[config.mk]
export PLATFORM = sky130hd
export DESIGN_NAME = text_console_wrap_writer
export DESIGN_NICKNAME = d
export VERILOG_FILES = /design/src/txw_pkg.sv /design/src/txw_cursor_alu.sv /design/src/txw_out_reg.sv /design/src/text_console_wrap_writer.sv
export SDC_FILE = /design/constraint.sdc
export NUM_CORES = 1
export LEC_CHECK = 0
export BUFFER_PORTS_ARGS = -buffer_cell sky130_fd_sc_hd__buf_2
export CORE_MARGIN = 3
export CORE_UTILIZATION = 58
export CTS_CLUSTER_SIZE = 28
export DETAILED_ROUTE_END_ITERATION = 10
export GPL_TIMING_DRIVEN = 0
export PLACE_DENSITY = 0.8
export REMOVE_ABC_BUFFERS = 1
export SLEW_MARGIN = 20
export SYNTH_ARGS = -nofsm -noshare
export SYNTH_HDL_FRONTEND = slang
export SYNTH_HIERARCHICAL = 1
export SYNTH_SLANG_ARGS = --single-unit
[constraint.sdc]
create_clock -name clk -period 3.4 [get_ports clk]
set_input_delay 0.17 -clock clk [delete_from_list [all_inputs] [get_ports clk]]
set_output_delay 0.17 -clock clk [all_outputs]
set_load 0.005 [all_outputs]
[src/txw_pkg.sv]
`timescale 1ns / 1ps

package txw_pkg;

	localparam int ROW_COUNT_DEF  = 32;
	localparam int ROW_LENGTH_DEF = 128;

	localparam logic [6:0] WRAP_WIDTH_RESET = 7'd80;
	localparam int         MIN_WIDTH        = 4;
	localparam int         TAB_STEP         = 4;

	localparam logic [7:0] CODE_NUL    = 8'd0;
	localparam logic [7:0] CODE_TAB    = 8'd9;
	localparam logic [7:0] CODE_NL     = 8'd10;
	localparam logic [7:0] CODE_PREFIX = 8'd26;
	localparam logic [7:0] CODE_SPACE  = 8'd32;

	// one cell write as it leaves the block
	typedef struct packed {
		logic [4:0] row;
		logic [6:0] column;
		logic [7:0] cell_code;
		logic       last_write;
	} cell_write_t;

	// compare results of the cursor unit
	typedef struct packed {
		logic tab_wraps;
		logic at_width;
		logic fill_done;
	} cursor_flags_t;

endpackage

[src/txw_cursor_alu.sv]
`timescale 1ns / 1ps

module txw_cursor_alu #(
	parameter int ROW_LENGTH = txw_pkg::ROW_LENGTH_DEF
) (
	input  logic [$clog2(ROW_LENGTH)-1:0] cursor,
	input  logic [$clog2(ROW_LENGTH)-1:0] stop,
	input  logic [6:0]                    wrap_width,
	output logic [$clog2(ROW_LENGTH)-1:0] w_eff,
	output logic [$clog2(ROW_LENGTH)-1:0] cur_inc,
	output logic [$clog2(ROW_LENGTH)-1:0] tab_stop,
	output txw_pkg::cursor_flags_t        flags
);
	import txw_pkg::*;

	localparam int CW = $clog2(ROW_LENGTH);
	localparam logic [8:0] W_MAX = 9'(ROW_LENGTH - 2);
	localparam logic [8:0] W_MIN = 9'(MIN_WIDTH);

	logic [8:0] w9;
	logic [8:0] cur9;
	logic [8:0] stop9;

	// clamp the width so that the newline and terminator cells still fit the row
	always_comb begin
		w9 = {2'b00, wrap_width};
		if (w9 > W_MAX) begin
			w9 = W_MAX;
		end
		if (w9 < W_MIN) begin
			w9 = W_MIN;
		end
	end

	assign cur9     = 9'(cursor);
	assign stop9    = 9'({cursor[CW-1:2], 2'b00}) + 9'(TAB_STEP);
	assign w_eff    = CW'(w9);
	assign cur_inc  = cursor + 1'b1;
	assign tab_stop = CW'(stop9);

	assign flags.tab_wraps = (stop9 >= w9);
	assign flags.at_width  = (cur9 >= w9);
	assign flags.fill_done = (cur_inc == stop);

endmodule

[src/txw_out_reg.sv]
`timescale 1ns / 1ps

module txw_out_reg (
	input  logic                  clk,
	input  logic                  arst_n,
	input  logic                  load,
	input  txw_pkg::cell_write_t  item,
	input  logic                  stall,
	output logic                  free,
	output logic                  valid,
	output txw_pkg::cell_write_t  item_q
);
	import txw_pkg::*;

	logic valid_q;

	// slot opens when empty or when the held request is taken this edge
	assign free  = !valid_q || !stall;
	assign valid = valid_q;

	always_ff @(posedge clk or negedge arst_n) begin
		if (!arst_n) begin
			valid_q <= 1'b0;
		end else if (free) begin
			valid_q <= load;
		end
	end

	always_ff @(posedge clk) begin
		if (free && load) begin
			item_q <= item;
		end
	end

endmodule

[src/text_console_wrap_writer.sv]
`timescale 1ns / 1ps

// Channel   Direction  Handshake             Payload
// input     in         in_valid / in_stall   char_code
// output    out        out_valid / out_stall row, column, cell_code, last_write
// config    in         wrap_width_we         wrap_width
//
// A character is accepted and then issues 1 to 5 cell writes; a zero byte is
// accepted and writes nothing.
// The sequencer issues at most one write per cycle through the output register.
// Reset clears row and cursor to zero and sets the wrap width to 80.
// out_stall holds the output register and freezes the sequencer; in_stall is
// high while a character is in progress.

module text_console_wrap_writer #(
	parameter int ROW_COUNT  = txw_pkg::ROW_COUNT_DEF,
	parameter int ROW_LENGTH = txw_pkg::ROW_LENGTH_DEF
) (
	input  logic       clk,
	input  logic       arst_n,
	input  logic       wrap_width_we,
	input  logic [6:0] wrap_width,
	input  logic       in_valid,
	output logic       in_stall,
	input  logic [7:0] char_code,
	output logic       out_valid,
	input  logic       out_stall,
	output logic [4:0] row,
	output logic [6:0] column,
	output logic [7:0] cell_code,
	output logic       last_write
);
	import txw_pkg::*;

	localparam int RW = $clog2(ROW_COUNT);
	localparam int CW = $clog2(ROW_LENGTH);

	typedef enum logic [2:0] {
		S_IDLE,
		S_NL,
		S_TERM,
		S_PREFIX,
		S_SPACE,
		S_CHAR,
		S_FILL
	} state_t;

	typedef enum logic [1:0] {
		K_NL,
		K_TAB,
		K_CHR
	} kind_t;

	state_t        state_q;
	kind_t         kind_q;
	logic [RW-1:0] row_q;
	logic [CW-1:0] cursor_q;
	logic [CW-1:0] stop_q;
	logic [7:0]    ch_q;
	logic [6:0]    wrap_width_q;

	logic [CW-1:0] w_eff;
	logic [CW-1:0] cur_inc;
	logic [CW-1:0] tab_stop;
	cursor_flags_t flags;

	logic          slot_free;
	logic          emit;
	cell_write_t   wr;
	cell_write_t   out_q;

	always_ff @(posedge clk or negedge arst_n) begin
		if (!arst_n) begin
			wrap_width_q <= WRAP_WIDTH_RESET;
		end else if (wrap_width_we) begin
			wrap_width_q <= wrap_width;
		end
	end

	txw_cursor_alu #(
		.ROW_LENGTH(ROW_LENGTH)
	) u_alu (
		.cursor    (cursor_q),
		.stop      (stop_q),
		.wrap_width(wrap_width_q),
		.w_eff     (w_eff),
		.cur_inc   (cur_inc),
		.tab_stop  (tab_stop),
		.flags     (flags)
	);

	assign in_stall = (state_q != S_IDLE);
	assign emit     = (state_q != S_IDLE);

	always_comb begin
		wr.row        = 5'(row_q);
		wr.column     = 7'(cursor_q);
		wr.cell_code  = CODE_NUL;
		wr.last_write = 1'b0;
		unique case (state_q)
			S_IDLE: begin
			end
			S_NL: begin
				wr.cell_code = CODE_NL;
			end
			S_TERM: begin
				wr.cell_code  = CODE_NUL;
				wr.last_write = (kind_q == K_NL);
			end
			S_PREFIX: begin
				wr.cell_code = CODE_PREFIX;
			end
			S_SPACE: begin
				wr.cell_code  = CODE_SPACE;
				wr.last_write = (kind_q == K_TAB);
			end
			S_CHAR: begin
				wr.cell_code  = ch_q;
				wr.last_write = 1'b1;
			end
			S_FILL: begin
				wr.cell_code  = CODE_SPACE;
				wr.last_write = flags.fill_done;
			end
			default: begin
			end
		endcase
	end

	txw_out_reg u_out (
		.clk   (clk),
		.arst_n(arst_n),
		.load  (emit),
		.item  (wr),
		.stall (out_stall),
		.free  (slot_free),
		.valid (out_valid),
		.item_q(out_q)
	);

	assign row        = out_q.row;
	assign column     = out_q.column;
	assign cell_code  = out_q.cell_code;
	assign last_write = out_q.last_write;

	// character byte and tab stop of the request in progress
	always_ff @(posedge clk) begin
		if (state_q == S_IDLE && in_valid) begin
			ch_q   <= char_code;
			stop_q <= tab_stop;
		end
	end

	always_ff @(posedge clk or negedge arst_n) begin
		if (!arst_n) begin
			state_q  <= S_IDLE;
			kind_q   <= K_CHR;
			row_q    <= '0;
			cursor_q <= '0;
		end else begin
			unique case (state_q)
				S_IDLE: begin
					if (in_valid) begin
						priority if (char_code == CODE_NUL) begin
							state_q <= S_IDLE;
						end else if (char_code == CODE_NL) begin
							kind_q  <= K_NL;
							state_q <= S_NL;
						end else if (char_code == CODE_TAB) begin
							kind_q <= K_TAB;
							if (flags.tab_wraps) begin
								// drop the tab, newline lands at the width
								cursor_q <= w_eff;
								state_q  <= S_NL;
							end else begin
								state_q <= S_FILL;
							end
						end else begin
							kind_q  <= K_CHR;
							state_q <= flags.at_width ? S_NL : S_CHAR;
						end
					end
				end
				S_NL: begin
					if (slot_free) begin
						cursor_q <= cur_inc;
						state_q  <= S_TERM;
					end
				end
				S_TERM: begin
					if (slot_free) begin
						cursor_q <= '0;
						row_q    <= (row_q == RW'(ROW_COUNT - 1)) ? '0 : row_q + 1'b1;
						state_q  <= (kind_q == K_NL) ? S_IDLE : S_PREFIX;
					end
				end
				S_PREFIX: begin
					if (slot_free) begin
						cursor_q <= cur_inc;
						state_q  <= S_SPACE;
					end
				end
				S_SPACE: begin
					if (slot_free) begin
						cursor_q <= cur_inc;
						state_q  <= (kind_q == K_TAB) ? S_IDLE : S_CHAR;
					end
				end
				S_CHAR: begin
					if (slot_free) begin
						cursor_q <= cur_inc;
						state_q  <= S_IDLE;
					end
				end
				S_FILL: begin
					if (slot_free) begin
						cursor_q <= cur_inc;
						if (flags.fill_done) begin
							state_q <= S_IDLE;
						end
					end
				end
				default: begin
					state_q <= S_IDLE;
				end
			endcase
		end
	end

	a_fill_below_stop: assert property (@(posedge clk) disable iff (!arst_n)
		state_q == S_FILL |-> cursor_q < stop_q)
		else $error("tab fill ran past its stop");

	a_row_moves_on_term: assert property (@(posedge clk) disable iff (!arst_n)
		!$stable(row_q) |-> $past(state_q) == S_TERM && $past(slot_free))
		else $error("row advanced outside a terminator write");

	a_char_is_last: assert property (@(posedge clk) disable iff (!arst_n)
		state_q == S_CHAR && slot_free |=> out_valid && last_write)
		else $error("character write not flagged last");

	a_idle_after_last: assert property (@(posedge clk) disable iff (!arst_n)
		emit && slot_free && wr.last_write |=> state_q == S_IDLE)
		else $error("sequencer busy after last write");

endmodule

==> results.py, run 1 <==
metrics = {
    "hold_path": {
        "holdCritStartpoint": "char_code[7]",
        "hp-class": "in2reg",
        "holdPathEnd": "ch_q[7]$_DFFE_PP_",
        "hold_path_depth": 1,
    },
    "placed_design": {
        "place.gp.congestion": 0.858,
        "io_buffers": 42,
        "hpwl_mm": 4.29,
    },
    "worst_setup_path": {
        "start_kind": "flop",
        "worstRegToRegCells": 13,
        "rrSetupSlack_ps": 510,
        "cp_max_fo": 4,
        "crit_required_ps": 3620,
        "critPathArrivalTime_ps": 3120,
        "reg2reg_from": "wrap_width_q[5]$_DFFE_PN0P_",
        "criticalPathCategory": "reg2reg",
        "end_kind": "flop",
        "timing.rr.end": "state_q[2]$_DFFE_PN0P_",
    },
    "logic_synthesis": {
        "synth-seq-cells": 61,
        "mappedNetlistArea_mm2": 0.00321,
        "syn-instance-count": 267,
        "yosysWarnings": 6,
        "syn_avg_cell_area_um2": 12.0,
        "synth-seq-area-share_pct": 53.2,
        "synthDistinctLibCells": 58,
        "ys.flop_type": "edfxtp_1",
        "synth-edff-count": 36,
        "async_reset_ff_share_pct": 41.0,
    },
    "pwr": {
        "powerDensity_mw_per_mm2": 868,
        "ir_drop_mv": 0.602,
        "power.total_uw": 3180,
        "p_leak_uw": 0.00159,
    },
    "timing": {
        "clock-skew-final_ps": 4.51,
        "fin_crit_ps": 2890,
        "period_share_pct": 85.1,
        "slew_violations": 0,
        "hold_viol": 0,
        "tns_ps": 0,
        "rsz0062_at_grt": "no",
        "slew_headroom_pct": 53.7,
        "setup_violations": 0,
        "whs_ps": 34.1,
        "fmax_mhz": 345,
        "worstMarginPinSlew_ps": 693,
    },
    "cells_and_area": {
        "area_growth_pct": 14.1,
        "diodes": 0,
        "final_layout_size_suffix_gt1_share_pct": 28.8,
        "nets": 342,
        "finish.utilization_pct": 70.0,
    },
    "drt": {
        "post_drt_wl_per_cell_um": 15.9,
        "dr.pass1.iters": 4,
        "wl_mm": 6.08,
        "vias": 2152,
        "drc": 0,
        "ant_nets": 0,
        "drtIter0Drc": 145,
        "via_per_inst": 5.62,
    },
    "global_route": {
        "antenna_found_initial": 0,
        "grt-ovfl-total": 0,
        "grt_max_degree": 26,
        "grt_pass1_wl_mm": 9.90,
        "global_route.usage.total_pct": 20.8,
        "grt_pass1_vias": 2060,
    },
    "clock_tree": {
        "h-tree-depth": 3,
        "cts-resized-gates": 0,
        "path_clk_slew_ps": 70,
        "cts_tree": "done",
        "root_buffer": "clkbuf_8",
        "clockBufferDepth": 2,
        "clkSinkCount": 61,
        "numCtsBuffers": 9,
        "clk-insertion-delay-late_ps": 340,
    },
    "die": {
        "die_w_um": 80.4,
        "fp-row-count": 26,
        "fp.coreArea_mm2": 0.00524,
        "die-area_mm2": 0.00647,
        "fp.dieH_um": 80.4,
        "ioPinCount": 43,
        "start_util_pct": 61.4,
    },
    "status": {
        "status": "finished clean",
    },
    "flow_run": {
        "max_cap_violations": 0,
    },
}
logic make-up (layout without fill, tap and decap cells):
family                   Yosys count  in the layout  share of synthesized area, %
buffers and inverters             31             76                          4.28
multiplexers                      19             19                          6.62
XOR/XNOR                          16             16                          5.72
other                              1              2                         0.117
adder cells (fa/ha/maj)           15             15                          5.80
AND/OR/NAND/NOR                   70             70                          12.5
flip-flops                        61             61                          53.2
AO/OA/AOI/OAI                     54             54                          11.8
metrics by stage:
stage | worst slack [ps] | cells | cell area (µm²)
6_report | 506 | 383 | 3670
5_1_grt | 262 | 383 | 3670
4_1_cts | 495 | 383 | 3660
3_5_place_dp | 507 | 366 | 3440
3_3_place_gp | 545 | 366 | 3440
2_1_floorplan | 810 | 254 | 3140
layout by cell type (no fill, tap or decap), types with 9 or more instances in the layout:
cell | synthesis | final
nor2_1 | 16 | 16
o21ai_0 | 11 | 11
mux2_2 | 18 | 18
edfxtp_1 | 36 | 36
buf_2 | 4 | 42
inv_1 | 17 | 17
clkbuf_8 | 0 | 9
a21oi_1 | 11 | 11
ha_1 | 14 | 14
dfrtp_1 | 22 | 22
nand2_1 | 11 | 11
routing by layer:
layer	up-vias	wire length (µm)	track usage, %
met5	-	0	0
met2	71	2810	30.7
met1	1023	2800	29.2
met4	0	82	8.61
met3	6	384	5.38
li1	1052	-	-
cells in the mapped netlist (all sizes together), types with 8 or more instances:
cell,instances,area [µm²]
inv,17,63.8
edfxtp,36,1080
nor3,8,56.3
mux2,18,203
dfrtp,22,551
nand2,11,41.3
o21ai,11,55.1
ha,14,175
a21oi,11,55.1
nor2,17,71.3
worst max-delay path by stage:
stage	end	from
after detailed placement	state_q[2]$_DFFE_PN0P_	wrap_width_q[5]$_DFFE_PN0P_
after floorplan	state_q[2]$_DFFE_PN0P_	wrap_width_q[5]$_DFFE_PN0P_
after CTS	state_q[2]$_DFFE_PN0P_	wrap_width_q[5]$_DFFE_PN0P_
final	state_q[2]$_DFFE_PN0P_	wrap_width_q[5]$_DFFE_PN0P_
after global routing	state_q[2]$_DFFE_PN0P_	wrap_width_q[5]$_DFFE_PN0P_
after global placement	state_q[2]$_DFFE_PN0P_	wrap_width_q[5]$_DFFE_PN0P_
where the power goes:
part / leakage, µW / internal [µW] / total (µW) / switching [µW]
registers: 0.000641 / 1090 / 1330 / 238
logic: 0.000848 / 582 / 1170 / 589
clock network: 0.000101 / 412 / 681 / 269
total: 0.00159 / 2090 / 3180 / 1100
final cells by class:
class	instances	area (µm²)
flip-flops and latches	61	1710
repair buffers	43	220
inverters	17	63.8
clock buffers	12	135
multi-input cells	176	1380
well taps	70	87.6
clock inverters	4	72.6
fillers	375	1570
what timing repair did:
item	in CTS	in global routing
endpoints found under the setup margin	0	0
hold buffers	1	0
hold endpoints to repair	22	0
setup buffers	0	0
critical path, cell delays in order, from the launching register on:
cell,delay (ps)
dfrtp_1,440
nor4_2,360
nor2b_1,200
nor2_1,90
ha_1,280
nand2b_1,90
a21oi_1,70
maj3_2,320
o221ai_2,150
inv_1,100
a31oi_1,140
a2bb2oi_1,180
o21ai_0,100
mux2_2,270
state kept, by name, indices dropped and copies added (netlist names):
name and flops:
u_out/item_q 21, ch_q 8, cursor_q 7, stop_q 7, wrap_width_q 7, row_q 5, state_q 3, kind_q 2
u_out/valid 1
Note: power is estimated with default switching activity, not from simulation.
==> run 2: changes to the inputs <==
Settings changed: ABC_AREA set to 1.
==> run 2 against run 1 <==
Register-to-register slack better by 140 ps. Utilization fell by 0.98 points. Critical path depth shrank 1. Total power grew 5.6%. Non-clock buffer count rose by 1. Cell count rose by 28%. Die area increased by 3.6%. Wire length up 9.3%. First-iteration DRC count is 1.4% higher. Clock skew grew 4.3 ps. Largest cell class unchanged. Highest routed layer unchanged. Global-route usage is 1.1 points higher. Via count grew 20%.
==> results.py, run 2 <==
metrics = {
    "status": {
        "status": "finished clean",
    },
    "cells_and_area": {
        "nets": 447,
        "instances_no_fill": 490,
        "ff_latch_area_mm2": 0.00171,
        "top_regs": "u_out/item_q x21, ch_q x8",
        "fill_cells": 440,
        "layout.cells.most_common_list": "nand2_1, inv_1, nand3_1, buf_2, edfxtp_1",
        "largest_reg_flops": 21,
        "top_register": "u_out/item_q",
        "multi_input_area_mm2": 0.00139,
        "diodes": 0,
        "layout_commonest_cell": "nand2_1",
        "area_growth_pct": 14.5,
        "final_layout_size_suffix_gt1_share_pct": 23.7,
    },
    "logic_synthesis": {
        "synth_area_leaders": "edfxtp_1, dfrtp_1, nand2_1, nand3_1, ha_1",
        "synth-seq-area-share_pct": 51.2,
        "async_reset_ff_share_pct": 41.0,
        "synth_top_area_share_pct": 32.4,
        "syn_avg_cell_area_um2": 9.12,
        "yosysWarnings": 6,
        "synth-edff-count": 36,
        "yosys.cell_count.top_type": "nand2_1",
        "synthDistinctLibCells": 37,
        "yosys-top-cells-count": "nand2_1, inv_1, nand3_1",
        "yosysTopAreaCell": "edfxtp_1",
        "mappedNetlistArea_mm2": 0.00334,
        "syn-instance-count": 366,
        "synth-seq-cells": 61,
        "ys.flop_type": "edfxtp_1",
    },
    "timing": {
        "setup_violations": 0,
        "slew_headroom_pct": 47.5,
        "clock-skew-final_ps": 8.76,
        "hold_viol": 0,
        "worstMarginPinSlew_ps": 787,
        "period_share_pct": 81.2,
        "fin_crit_ps": 2760,
        "fmax_mhz": 362,
        "rsz0062_at_grt": "no",
        "slew_violations": 0,
        "tns_ps": 0,
    },
    "die": {
        "fp.coreArea_mm2": 0.00554,
        "die-area_mm2": 0.00670,
        "die_w_um": 81.9,
        "fp-row-count": 27,
        "ioPinCount": 43,
        "start_util_pct": 60.3,
        "fp.dieH_um": 81.9,
    },
    "clock_tree": {
        "cts_tree": "done",
        "numCtsBuffers": 9,
        "clk-insertion-delay-late_ps": 330,
        "clockBufferDepth": 2,
        "post_cts_buffers": 0,
        "clkSinkCount": 61,
        "root_buffer": "clkbuf_8",
        "path_clk_slew_ps": 70,
        "h-tree-depth": 3,
    },
    "drt": {
        "wl_met2_mm": 3.34,
        "dr.pass1.iters": 4,
        "wl_met1_mm": 2.78,
        "drtIter0Drc": 147,
        "via_per_inst": 5.26,
        "post_drt_wl_per_cell_um": 13.5,
        "ant_nets": 0,
        "vias": 2579,
        "drc": 0,
        "met3_length_um": 405,
        "top_layer_used": "met4",
        "wl_mm": 6.64,
    },
    "placed_design": {
        "place.gp.congestion": 0.840,
        "io_buffers": 42,
        "place_inst": 473,
        "hpwl_mm": 5.08,
    },
    "worst_setup_path": {
        "worstRegToRegCells": 12,
        "cp_max_fo": 9,
        "critPathArrivalTime_ps": 3030,
        "criticalPathCategory": "reg2reg",
        "crit_required_ps": 3670,
        "end_kind": "flop",
        "start_kind": "flop",
    },
    "hold_path": {
        "hp-class": "in2reg",
        "hold_path_depth": 1,
    },
    "pwr": {
        "powerDensity_mw_per_mm2": 879,
        "ir_drop_mv": 0.424,
        "p_leak_uw": 0.00184,
    },
    "global_route": {
        "grt_pass1_vias": 2527,
        "grt-ovfl-total": 0,
        "grt_pass1_wl_mm": 11.1,
        "global_route.usage.total_pct": 21.9,
        "antenna_found_initial": 0,
        "grt_max_degree": 26,
    },
    "flow_run": {
        "max_cap_violations": 0,
    },
}
## run 2: changes by cell type after synthesis, sizes merged, moves of 4 or more
cell / change
nand2: +89
xnor2: -6
nand2b: -7
a22o: -7
nor2: +11
nand3: +40
and3: -6
a21o: -4
inv: +36
mux2: -11
## run 2: through the flow
stage	cell area, µm²	power, µW	setup slack (ps)	hold WS (ps)	utilization (%)
global placement	3590	2640	770	189	64.9
finish	3820	3360	641	35.0	69.0
CTS	3820	3380	661	23.4	69.0
detailed placement	3620	2740	693	213	65.3
floorplan	3290	2290	1120	-126	-
global route	3820	3640	380	21.7	69.0
## run 2: logic make-up (layout without fill, tap and decap cells)
kind of cell | count (synthesis) | after routing | synth area share (%)
AOI/OAI and AO/OA | 32 | 32 | 5.92
xor gates and xnor gates | 7 | 7 | 1.84
adders and majority gates | 14 | 14 | 5.25
buffers and inverters | 62 | 113 | 7.57
DFF | 61 | 61 | 51.2
muxes | 7 | 7 | 2.36
other | 1 | 2 | 0.112
and+or+nand+nor | 182 | 182 | 25.7
## run 2: report_power, final
| group | internal [µW] | leakage [µW] | switching (µW) |
|---|---|---|---|
| registers | 1140 | 0.000645 | 226 |
| clock network | 340 | 0.0000918 | 293 |
| logic | 513 | 0.00111 | 849 |
| total | 1990 | 0.00184 | 1370 |
## run 2: area by class of cell
cell class | count | area share, %
clock buffers | 9 | 3.24
clock inverters | 7 | 1.96
inverters | 53 | 5.33
multi-input cells | 244 | 36.2
flip-flops and latches | 61 | 44.7
well taps | 72 | 2.36
repair buffers | 44 | 6.15
## run 2: path summary, 6_finish.rpt
| path | start | to | slack (ps) |
|---|---|---|---|
| worst max-delay path | cursor_q[2]$_DFFE_PN0P_ | cursor_q[2]$_DFFE_PN0P_ | 640 |
| worst min-delay path | char_code[7] | ch_q[7]$_DFFE_PP_ | 40 |
| worst max register to register | cursor_q[2]$_DFFE_PN0P_ | cursor_q[2]$_DFFE_PN0P_ | 640 |
| worst min register to register | row_q[4]$_DFFE_PN0P_ | u_out/item_q[20]$_DFFE_PP_ | 490 |
| max in group asynchronous | arst_n | cursor_q[2]$_DFFE_PN0P_ | 2620 |
| min in group asynchronous | arst_n | cursor_q[1]$_DFFE_PN0P_ | 370 |
## run 2: timing repair
action	in CTS	in global routing
hold buffers	1	0
resized for setup	0	0
hold endpoints to repair	22	0
## run 2: worst max-delay path: stages, from the launching register on
cell and delay, ps:
dfrtp_1 570, ha_1 250, nand2_2 80, nor2_4 120
xor2_1 240, ha_1 290, a211oi_1 260, nand3_1 180
nand3_1 140, nand2_1 230, nand2_4 190, nand2_1 60
nand2_1 70
## run 2: metal layers
layer	up-vias	GRT usage, %
met5	-	0
met3	12	4.28
met1	1199	27.1
met4	0	9.97
li1	1297	-
met2	71	36.8
==> run 3: changes to the inputs <==
Settings changed: ABC_AREA 1 to 0, CORE_UTILIZATION 58 to 52, PLACE_DENSITY 0.8 to 0.76.
Clock period 3.4 ns to 2.4 ns, I/O delays scaled along.
==> run 3 against run 2 <==
Wire length is 17% higher. Clock-buffer cell count is 3 higher. Via count decreased by 5.4%. The run now ends with setup timing left. Final area up 9.6%. Sequential cell count unchanged. Clock power grew 49%. Largest cell class unchanged.
==> results.py, run 3 (same netlist as run 1, synthesis figures left out) <==
metrics = {
    "status": {
        "status": "complete, but fails checks",
        "violations": "setup timing",
    },
    "die": {
        "fp.coreArea_mm2": 0.00596,
        "fp-row-count": 28,
        "die-area_mm2": 0.00716,
        "start_util_pct": 54.0,
        "die_w_um": 84.6,
        "fp.dieH_um": 84.6,
        "ioPinCount": 43,
    },
    "clock_tree": {
        "h-tree-depth": 3,
        "clk-insertion-delay-late_ps": 350,
        "root_buffer": "clkbuf_8",
        "clockBufferDepth": 2,
        "cts_tree": "done",
        "numCtsBuffers": 9,
        "clkSinkCount": 61,
        "path_clk_slew_ps": 70,
    },
    "cells_and_area": {
        "layout.cells.most_common_list": "buf_2, edfxtp_1, buf_4",
        "top_register": "u_out/item_q",
        "fill_cells": 400,
        "diodes": 0,
        "largest_reg_flops": 21,
        "final_area_mm2": 0.00419,
        "nets": 380,
        "area_growth_pct": 30.4,
        "layout_commonest_cell": "buf_2",
        "top_regs": "u_out/item_q x21, ch_q x8",
        "final_layout_size_suffix_gt1_share_pct": 42.5,
    },
    "global_route": {
        "grt_pass1_wl_mm": 11.6,
        "antenna_found_initial": 0,
        "grt-ovfl-total": 0,
        "grt_max_degree": 26,
        "global_route.usage.total_pct": 20.9,
        "grt_pass1_vias": 2328,
    },
    "worst_setup_path": {
        "start_kind": "flop",
        "end_kind": "flop",
        "path_cells": "inv_2, o31ai_2, nor2_2, ha_1, nand2b_1, a21oi_1, maj3_2, o221ai_2, inv_2, a31oi_2, a2bb2oi_2, o21ai_1, mux2_4",
        "cpMaxStageDelayCell": "dfstp_2",
        "cp_max_fo": 3,
        "criticalPathCategory": "reg2reg",
        "cpMostUsedCell": "inv_2",
        "critPathArrivalTime_ps": 3010,
        "max_stage_delay_ps": 600,
        "crit_required_ps": 2630,
    },
    "hold_path": {
        "hp-class": "in2reg",
    },
    "placed_design": {
        "dpl-instance-area_mm2": 0.00345,
        "place.gp.congestion": 0.897,
        "io_buffers": 42,
        "hpwl_mm": 4.37,
    },
    "drt": {
        "wl_mm": 7.77,
        "via_per_inst": 5.73,
        "dr.pass1.iters": 6,
        "drc": 0,
        "drtIter0Drc": 226,
        "ant_nets": 0,
        "post_drt_wl_per_cell_um": 18.2,
        "vias": 2439,
    },
    "timing": {
        "tns_ps": -1030,
        "slew_headroom_pct": 50.1,
        "clock-skew-final_ps": 11.5,
        "fin_crit_ps": 2780,
        "rsz0062_at_grt": "yes",
        "setup_violations": 9,
        "slew_violations": 0,
        "postLayoutSetupSlackWorst_ps": -384,
        "period_share_pct": 116,
        "worstMarginPinSlew_ps": 747,
        "hold_viol": 0,
        "fmax_mhz": 359,
    },
    "pwr": {
        "ir_drop_mv": 0.693,
        "p_leak_uw": 0.00181,
        "powerDensity_mw_per_mm2": 1210,
    },
    "flow_run": {
        "max_cap_violations": 0,
    },
}
run 3: final cells by class:
type	instances	area [µm²]	share of cell area [%]
multi-input cells	176	1540	36.8
clock inverters	4	46.3	1.10
inverters	17	63.8	1.52
repair buffers	81	568	13.6
flip-flops and latches	61	1720	41.0
well taps	75	93.8	2.24
clock buffers	12	155	3.70
run 3: metal layers:
metal	wire [µm]	track usage (%)	vias to the layer above
met5	0	0	-
met4	207	10.5	0
met2	3750	31.1	111
li1	-	-	1123
met1	3300	28.3	1186
met3	524	5.59	19
run 3: worst paths after layout:
check	from	to	slack (ps)	depth (start not counted)
hold reg to reg	row_q[4]$_DFFE_PN0P_	u_out/item_q[20]$_DFFE_PP_	500	0
setup reg to reg	wrap_width_q[6]$_DFFE_PN1P_	state_q[2]$_DFFE_PN0P_	-380	13
setup / recovery	wrap_width_q[6]$_DFFE_PN1P_	state_q[2]$_DFFE_PN0P_	-380	13
min in group asynchronous	arst_n	wrap_width_q[1]$_DFFE_PN0P_	300	2
max in group asynchronous	arst_n	cursor_q[2]$_DFFE_PN0P_	1660	2
hold / removal	char_code[1]	ch_q[1]$_DFFE_PP_	1	1
run 3: report_power, final:
group	total (µW)	internal (µW)	switching, µW	leakage [µW]
logic	2240	1160	1080	0.00108
clock network	942	533	409	0.000107
registers	1900	1560	345	0.000633
run 3: through the flow:
stage / power (µW) / std cells / utilization, % / worst slack [ps] / hold slack [ps]
after detailed placement: 3550 / 371 / 57.9 / -539 / 161
final: 5090 / 426 / 70.4 / -384 / 1.44
after global routing: 5360 / 426 / 70.4 / -507 / -6.27
after floorplan: 3010 / 254 / - / -190 / -176
after CTS: 4680 / 412 / 66.4 / -479 / 3.68
after global placement: 3470 / 371 / 57.9 / -441 / 148
run 3: what timing repair did:
action,4_1_cts,5_1_grt
gates cloned,0,0
buffers inserted,19,14
hold endpoints to repair,30,2
pin swaps,13,17
resized for setup,27,25
endpoints found under the setup margin,10,10
hold buffers,9,2
run 3: critical path: cells and delay by family (launching register included):
family	cells	cell delay, ps
compound gates	6	890
flops	1	600
buf+inv	2	150
mux	1	270
simple gates	2	160
fa+ha+maj	2	590
